--- src/gtg_pkg.sv ---
`timescale 1ns / 1ps
`default_nettype none

package gtg_pkg;

  // Word format: signed Q16.16
  localparam int DATA_WIDTH = 32;
  localparam int FRAC_BITS  = 16;
  localparam int PROD_W     = 2 * DATA_WIDTH;
  localparam int QP_W       = PROD_W - FRAC_BITS;

  typedef logic signed [DATA_WIDTH-1:0] data_t;
  typedef logic        [DATA_WIDTH-1:0] umag_t;

  localparam data_t V_MAX = {1'b0, {(DATA_WIDTH-1){1'b1}}};
  localparam data_t V_MIN = {1'b1, {(DATA_WIDTH-1){1'b0}}};

  // Product saturation limits on the magnitude
  localparam logic [QP_W-1:0] LIM_NEG = QP_W'(1) << (DATA_WIDTH - 1);
  localparam logic [QP_W-1:0] LIM_POS = LIM_NEG - QP_W'(1);

  // Fixed-point constants
  localparam data_t K_ONE  = data_t'(65536);
  localparam data_t K_HALF = data_t'(32768);
  localparam data_t K_A    = data_t'(52290);
  localparam data_t K_B    = data_t'(2338);
  localparam data_t K_3B   = data_t'(7014);

  // tanh datapath widths; |u| below 5.0 keeps every term inside these
  localparam int M_W  = 19;
  localparam int S_W  = 21;
  localparam int S2_W = 26;
  localparam int S3_W = 30;
  localparam int N_W  = 37;
  localparam int D_W  = 39;
  localparam int MN_W = M_W + N_W;
  localparam int Q_W  = M_W;
  localparam int T_W  = FRAC_BITS + 1;

  localparam umag_t TANH_LIMIT = umag_t'(5) << FRAC_BITS;

  // Rational tanh coefficients
  localparam logic [N_W-1:0] TANH_C0 = N_W'(135135) << FRAC_BITS;
  localparam logic [N_W-1:0] CN_1    = N_W'(17325);
  localparam logic [N_W-1:0] CN_2    = N_W'(378);
  localparam logic [D_W-1:0] CD_1    = D_W'(62370);
  localparam logic [D_W-1:0] CD_2    = D_W'(3150);
  localparam logic [D_W-1:0] CD_3    = D_W'(28);

  localparam logic [T_W-1:0] T_ONE = {1'b1, {FRAC_BITS{1'b0}}};

  // Values that ride along with the tanh evaluation
  typedef struct packed {
    data_t x;
    data_t e;
    data_t p;
    logic  uneg;
    logic  big;
  } side_t;

  function automatic umag_t mag(input data_t a);
    return a[DATA_WIDTH-1] ? umag_t'(0) - unsigned'(a) : unsigned'(a);
  endfunction

  // Q16.16 multiply, truncated toward zero, saturated
  function automatic data_t mul_sat(input data_t a, input data_t b);
    logic              neg;
    umag_t             ma;
    umag_t             mb;
    logic [PROD_W-1:0] prod;
    logic [QP_W-1:0]   q;
    logic [QP_W-1:0]   lim;
    neg  = a[DATA_WIDTH-1] ^ b[DATA_WIDTH-1];
    ma   = mag(a);
    mb   = mag(b);
    prod = PROD_W'(ma) * PROD_W'(mb);
    q    = prod[PROD_W-1:FRAC_BITS];
    lim  = neg ? LIM_NEG : LIM_POS;
    if (q > lim) begin
      q = lim;
    end
    return neg ? data_t'(umag_t'(0) - q[DATA_WIDTH-1:0]) : data_t'(q[DATA_WIDTH-1:0]);
  endfunction

  // Saturating add
  function automatic data_t add_sat(input data_t a, input data_t b);
    logic signed [DATA_WIDTH:0] s;
    s = (DATA_WIDTH+1)'(a) + (DATA_WIDTH+1)'(b);
    if (s[DATA_WIDTH] != s[DATA_WIDTH-1]) begin
      return s[DATA_WIDTH] ? V_MIN : V_MAX;
    end
    return data_t'(s[DATA_WIDTH-1:0]);
  endfunction

endpackage

`default_nettype wire

--- src/gtg_div.sv ---
`timescale 1ns / 1ps
`default_nettype none

module gtg_div (
  input  logic                      clk,
  input  logic                      rst_n,
  input  logic                      en,
  input  logic                      in_valid,
  input  gtg_pkg::side_t            in_side,
  input  logic [gtg_pkg::MN_W-1:0]  in_num,
  input  logic [gtg_pkg::D_W-1:0]   in_den,
  output logic                      out_valid,
  output gtg_pkg::side_t            out_side,
  output logic [gtg_pkg::Q_W-1:0]   out_quo
);
  import gtg_pkg::*;

  // One restoring step per stage; lo holds unused dividend bits, quotient shifts in
  logic           v_r    [Q_W];
  side_t          side_r [Q_W];
  logic [D_W-1:0] rem_r  [Q_W];
  logic [D_W-1:0] den_r  [Q_W];
  logic [Q_W-1:0] lo_r   [Q_W];

  for (genvar k = 0; k < Q_W; k++) begin : g_step
    logic           v_in;
    side_t          side_in;
    logic [D_W-1:0] rem_in;
    logic [D_W-1:0] den_in;
    logic [Q_W-1:0] lo_in;
    logic [D_W:0]   trial;
    logic           take;
    logic [D_W-1:0] rem_nxt;
    logic [Q_W-1:0] lo_nxt;

    if (k == 0) begin : g_head
      assign v_in    = in_valid;
      assign side_in = in_side;
      assign rem_in  = D_W'(in_num[MN_W-1:Q_W]);
      assign den_in  = in_den;
      assign lo_in   = in_num[Q_W-1:0];
    end else begin : g_link
      assign v_in    = v_r[k-1];
      assign side_in = side_r[k-1];
      assign rem_in  = rem_r[k-1];
      assign den_in  = den_r[k-1];
      assign lo_in   = lo_r[k-1];
    end

    // trial subtract
    always_comb begin
      trial   = {rem_in, lo_in[Q_W-1]};
      take    = (trial >= (D_W+1)'(den_in));
      rem_nxt = take ? D_W'(trial - (D_W+1)'(den_in)) : D_W'(trial);
      lo_nxt  = {lo_in[Q_W-2:0], take};
    end

    always_ff @(posedge clk) begin
      if (!rst_n) begin
        v_r[k] <= 1'b0;
      end else if (en) begin
        v_r[k] <= v_in;
      end
    end

    always_ff @(posedge clk) begin
      if (en) begin
        side_r[k] <= side_in;
        rem_r[k]  <= rem_nxt;
        den_r[k]  <= den_in;
        lo_r[k]   <= lo_nxt;
      end
    end
  end

  assign out_valid = v_r[Q_W-1];
  assign out_side  = side_r[Q_W-1];
  assign out_quo   = lo_r[Q_W-1];

  // Remainder left by the last step stays below the divisor
  a_rem_below_den: assert property (@(posedge clk) disable iff (!rst_n)
    v_r[Q_W-1] |-> (rem_r[Q_W-1] < den_r[Q_W-1]))
    else $error("divider remainder not below divisor");

endmodule

`default_nettype wire

--- config.mk ---
export PLATFORM = sky130hd
export DESIGN_NAME = gtg_div
export DESIGN_NICKNAME = d
export VERILOG_FILES = /design/src/gtg_pkg.sv /design/src/gtg_div.sv
export SDC_FILE = /design/constraint.sdc
export NUM_CORES = 2
export LEC_CHECK = 0
export BUFFER_PORTS_ARGS = -buffer_cell sky130_fd_sc_hd__buf_2
export CELL_PAD_IN_SITES_DETAIL_PLACEMENT = 0
export CELL_PAD_IN_SITES_GLOBAL_PLACEMENT = 1
export CORE_MARGIN = 3
export CORE_UTILIZATION = 53
export DETAILED_ROUTE_END_ITERATION = 8
export MAX_ROUTING_LAYER = met4
export PLACE_DENSITY_LB_ADDON = 0.1
export SLEW_MARGIN = 0
export SYNTH_ARGS = -nofsm -noshare
export SYNTH_HDL_FRONTEND = slang
export SYNTH_SLANG_ARGS = --single-unit
export TNS_END_PERCENT = 30
--- constraint.sdc ---
create_clock -name clk -period 4.4 [get_ports clk]
set_clock_uncertainty 0.2 [all_clocks]
set_input_delay 0.22 -clock clk [delete_from_list [all_inputs] [get_ports clk]]
set_output_delay 0.22 -clock clk [all_outputs]
set_load 0.005 [all_outputs]
* Yosys cells after proc, flatten, opt, wreduce, memory -nomap -nowiden
Memories as Yosys holds them, arrays and structs flattened. Index checks and enable logic that the tools add are counted.
Storage, ports and cells: latch bits 0, output and inout bits 118, memory bits (writable) 3724, bits of input ports 197, ROM bits 0, register bits after elaboration 0, logic and storage cells 105, memories kept 5
Memories:
- side_r | words 19, width 98, read ports 19, clocked after memory_dff 0, wr ports 19, RTL line gtg_div.sv:20 | side_t side_r [Q_W];
- den_r | words 19, width 39, read ports 18, clocked after memory_dff 0, wr ports 19, RTL line gtg_div.sv:22 | logic [D_W-1:0] den_r [Q_W];
- rem_r | words 19, width 39, read ports 18, clocked after memory_dff 0, wr ports 19, RTL line gtg_div.sv:21 | logic [D_W-1:0] rem_r [Q_W];
- lo_r | words 19, width 19, read ports 19, clocked after memory_dff 0, wr ports 19, RTL line gtg_div.sv:23 | logic [Q_W-1:0] lo_r [Q_W];
- v_r | words 19, width 1, read ports 19, clocked after memory_dff 0, wr ports 19, RTL line gtg_div.sv:19 | logic v_r [Q_W];
Cells by class: div/mod/pow operators 0, reductions and logical operators 0, bitwise gates (word level) 19, magnitude comparators 19, muxes and demuxes 43, add/sub/neg operators 19, equal/unequal tests 0, shift-type cells 0, multipliers 0
Operators with widths (number):
- $mux 39 | 19
- $ge 40x39->1 | 18
- $sub 39x39->39 | 18
- $ge 38x39->1 | 1
- $sub 38x39->39 | 1
- $mux 1 | 24
- $or 1x1->1 | 19

* Longest topological paths before layout
depth in word-level cells 4, gate-level depth with buffers 16, mapped depth without buffers 14

* Least setup slack after synthesis
Ideal clock, no wire load.
kind reg2reg, start memory den_r[4][0], end memory rem_r[5][10] (data pin), arrival time 3.140 ns, data required time 3.940 ns, library setup time 0.260 ns, clock period less this slack 3.599 ns, cell stages (with the launch flop) 14, slack 0.801 ns, buffers on the path 2, cells stage by stage edfxtp_1 -> ha_1 -> fa_1 -> nor2b_1 -> o31ai_1 -> a2111oi_2 -> o31ai_2 -> a211oi_2 -> o21ai_1 -> a2111oi_0 -> or2_1 -> buf_2 -> buf_4 -> mux2_2
RTL lines (RTL line):
- start, declared | gtg_div.sv:22
- end, declared | gtg_div.sv:21

==> flow_summary_export.csv <==
group,metric,value,unit
finish,nFillCells,21800,
hold_path,holdCritPathClass,"input pin to register",
logic_synthesis,synthFlopType,"edfxtp_1",
sta,max_freq,0.236,GHz
clocking,path_clk_slew,0.06,ns
power_and_ir_drop,internal-power,81.9,mW
logic_synthesis,syn_inst,11200,
setup_path,worst_ep_required_time,4.81,ns
routing,dr_total_vias,92000,
clocking,cts_sinks,3646,
sta,tightest_slew,1.13,ns
placement,numPortBuffers,314,
placement,dp_slack,0.0260,ns
floorplan,io_pins,315,
logic_synthesis,avgSynthCellArea,14.2,um2
routing,wl_per_cell,22.0,um
floorplan,design.die.area,0.306,mm2
finish,fin_area,0.183,mm2
logic_synthesis,ys_types,99,
floorplan,rows,200,
placement,gp_congestion,0.951,
setup_path,cp.arrival,4.65,ns
placement,hpwlAfterDp,247000,um
power_and_ir_drop,vdd_drop_max,0.409,mV
logic_synthesis,ys_seq_area_share,68.9,%
clocking,cts_buffer_depth,4,
sta,fin_crit_sh,96.3,%
global_route,antenna_found_initial,9,
clocking,insertion_delay,0.93,ns
sta,timing.final.crit_period,4.24,ns
logic_synthesis,ys_ff_latch,3646,
floorplan,core,0.298,mm2
power_and_ir_drop,swShare,33.4,%
logic_synthesis,async_reset_ff_share,0,%
sta,setup_viol,0,
power_and_ir_drop,p_leak,71.0,nW
setup_path,path_class,"register to register",
power_and_ir_drop,pwr-share-clk,25.7,%
sta,rsz0062_at_grt,"no",
finish,final_common_cell,"edfxtp_1",
sta,setup_tns,0,ns
flow_run,maxCapViolations,0,
setup_path,crit_path_max_fanout,40,
logic_synthesis,syn_area,0.159,mm2
finish,drive_gt1_share,12.0,%
finish,finish.utilization,61.6,%
clocking,cts_tree,"yes",
sta,setup_slack,0.162,ns
sta,hold_ws,0.134,ns
logic_synthesis,synth_edf_count,3645,
finish,syn_to_final_growth,15.5,%
clocking,root_buffer,"clkbuf_16",
sta,maxSlewHeadroom,24.8,%
power_and_ir_drop,switchingPower,41.1,mW
setup_path,end_kind,"register",
routing,vias_per_cell,5.58,
sta,hold_viol,0,
power_and_ir_drop,p_per_area,671,mW/mm2
sta,finalMaxSlewViolations,0,
power_and_ir_drop,comb_power_share,34.2,%
logic_synthesis,yosysWarnings,0,
routing,drc_errors,0,
floorplan,die_w,553,um
routing,postRouteAntennaNets,0,
routing,drtPass1Iterations,6,
finish,layout.nets,13200,
setup_path,crit_path_start_kind,"register",
clocking,htree_levels,5,
clocking,numCtsBuffers,367,
routing,drtIter0Drc,7255,
logic_synthesis,postSynthNetCount,12100,
global_route,grt_util_all_layers,24.2,%
finish,final_cell_mix,"edfxtp_1, inv_1, a21oi_1",
global_route,grt_max_degree,142,
floorplan,die_h,553,um
routing,finalWirelength,363000,um
placement,place_area,0.167,mm2
global_route,grt_pass1_wl,561000,um
power_and_ir_drop,seqPwrFrac,40.1,%
global_route,grt_pass1_vias,93900,
floorplan,start_util,53.4,%
status,status,"completed",
global_route,overflow,0,
==> power by group through the flow <==
| stage | sequential [mW] | combinational [mW] | clock, mW |
|---|---|---|---|
| 3_5_place_dp | 50.0 | 41.1 | 0 |
| 6_report | 49.3 | 42.1 | 31.6 |
| 2_1_floorplan | 47.9 | 30.0 | 0 |
| 4_1_cts | 49.4 | 41.7 | 32.4 |
| 5_1_grt | 49.7 | 46.6 | 33.8 |
| 3_3_place_gp | 50.0 | 40.8 | 0 |
==> sequential cells by signal, indices dropped and copies added (netlist names) <==
name,count
den_r,702
lo_r,361
rem_r,702
side_r,1862
v_r,19
==> cells in the mapped netlist, types with 88 or more instances <==
| master | instances | share of area, % |
|---|---|---|
| a21o_1 | 414 | 2.0 |
| a21oi_1 | 844 | 2.7 |
| a31oi_1 | 93 | 0.37 |
| and3_1 | 100 | 0.39 |
| clkbuf_1 | 211 | 0.50 |
| edfxtp_1 | 3645 | 69 |
| ha_1 | 740 | 5.8 |
| inv_1 | 915 | 2.2 |
| mux2_2 | 264 | 1.9 |
| nand2_1 | 598 | 1.4 |
| nand2b_1 | 97 | 0.38 |
| nand3_1 | 148 | 0.47 |
| nand4_1 | 140 | 0.55 |
| nor2_1 | 549 | 1.3 |
| nor2b_1 | 100 | 0.39 |
| nor3_1 | 102 | 0.32 |
| o21a_1 | 104 | 0.49 |
| o21ai_0 | 568 | 1.8 |
| o21bai_1 | 88 | 0.42 |
| xnor2_1 | 355 | 2.0 |
| xor2_1 | 237 | 1.3 |
==> layout make-up <==
cell class / instances / area, um2 / share of cell area, %
timing repair buffer: 1019 / 8590 / 4.69
multi-input combinational: 6302 / 44700 / 24.4
clock inverter: 227 / 2760 / 1.51
sequential: 3646 / 109000 / 59.7
tap: 3939 / 4930 / 2.69
clock buffer: 432 / 9450 / 5.15
antenna: 3 / 7.51 / 0.00409
inverter: 917 / 3440 / 1.88
==> cell families after synthesis <==
kind of cell / count (synthesis) / synth area share [%]
buffers and inverters: 1204 / 2.97
adder cells (fa/ha/maj): 758 / 6.06
flip-flops: 3646 / 68.9
AO/OA/AOI/OAI: 2570 / 10.1
AND/OR/NAND/NOR: 2033 / 6.13
multiplexers: 349 / 2.49
XOR/XNOR: 592 / 3.27
==> worst paths after layout <==
path | startpoint | to | slack [ns] | cells past startpoint
hold reg to reg | lo_r[4][16]$_DFFE_PP_ | lo_r[5][17]$_DFFE_PP_ | 0.16 | 0
hold / removal | in_den[0] | rem_r[0][0]$_DFFE_PP_ | 0.13 | 4
setup reg to reg | den_r[12][0]$_DFFE_PP_ | rem_r[13][21]$_DFFE_PP_ | 0.16 | 13
setup / recovery | den_r[12][0]$_DFFE_PP_ | rem_r[13][21]$_DFFE_PP_ | 0.16 | 13
==> per-layer routing <==
layer / up-vias / GRT usage [%] / share of wire [%]
met4: 0 / 8.42 / 3.9
met3: 679 / 2.43 / 3.9
met1: 45100 / 31.1 / 43
met2: 2305 / 40.6 / 50
li1: 44000 / - / -
met5: - / - / 0
==> worst max-delay path, cell delays in order (launching register included) <==
cell and delay, ns:
edfxtp_1 0.45, ha_1 0.24, fa_1 0.41, nor2b_1 0.17
o31a_1 0.19, nor3_1 0.10, o311ai_2 0.37, o22ai_2 0.22
o21ai_2 0.26, a31oi_1 0.16, a311oi_1 0.31, o32a_2 0.21
buf_12 0.22, mux2_2 0.38
==> repair_timing <==
| action | 4_1_cts | 5_1_grt |
|---|---|---|
| resized for setup | 1 | 9 |
| pin swaps | 0 | 2 |
| hold buffers | 410 | 0 |
| gates cloned | 0 | 0 |
| endpoints found under the hold margin | 488 | 0 |
| endpoints found under the setup margin | 1 | 95 |
| buffers inserted | 0 | 1 |
==> per-stage QoR <==
| step | cells | power, mW |
|---|---|---|
| finish | 16500 | 123 |
| global route | 16500 | 130 |
| CTS | 16500 | 124 |
| detailed placement | 15400 | 91.0 |
| global placement | 15400 | 90.8 |
| floorplan | 11200 | 77.9 |
No activity file was read; power rests on OpenSTA's default activity.
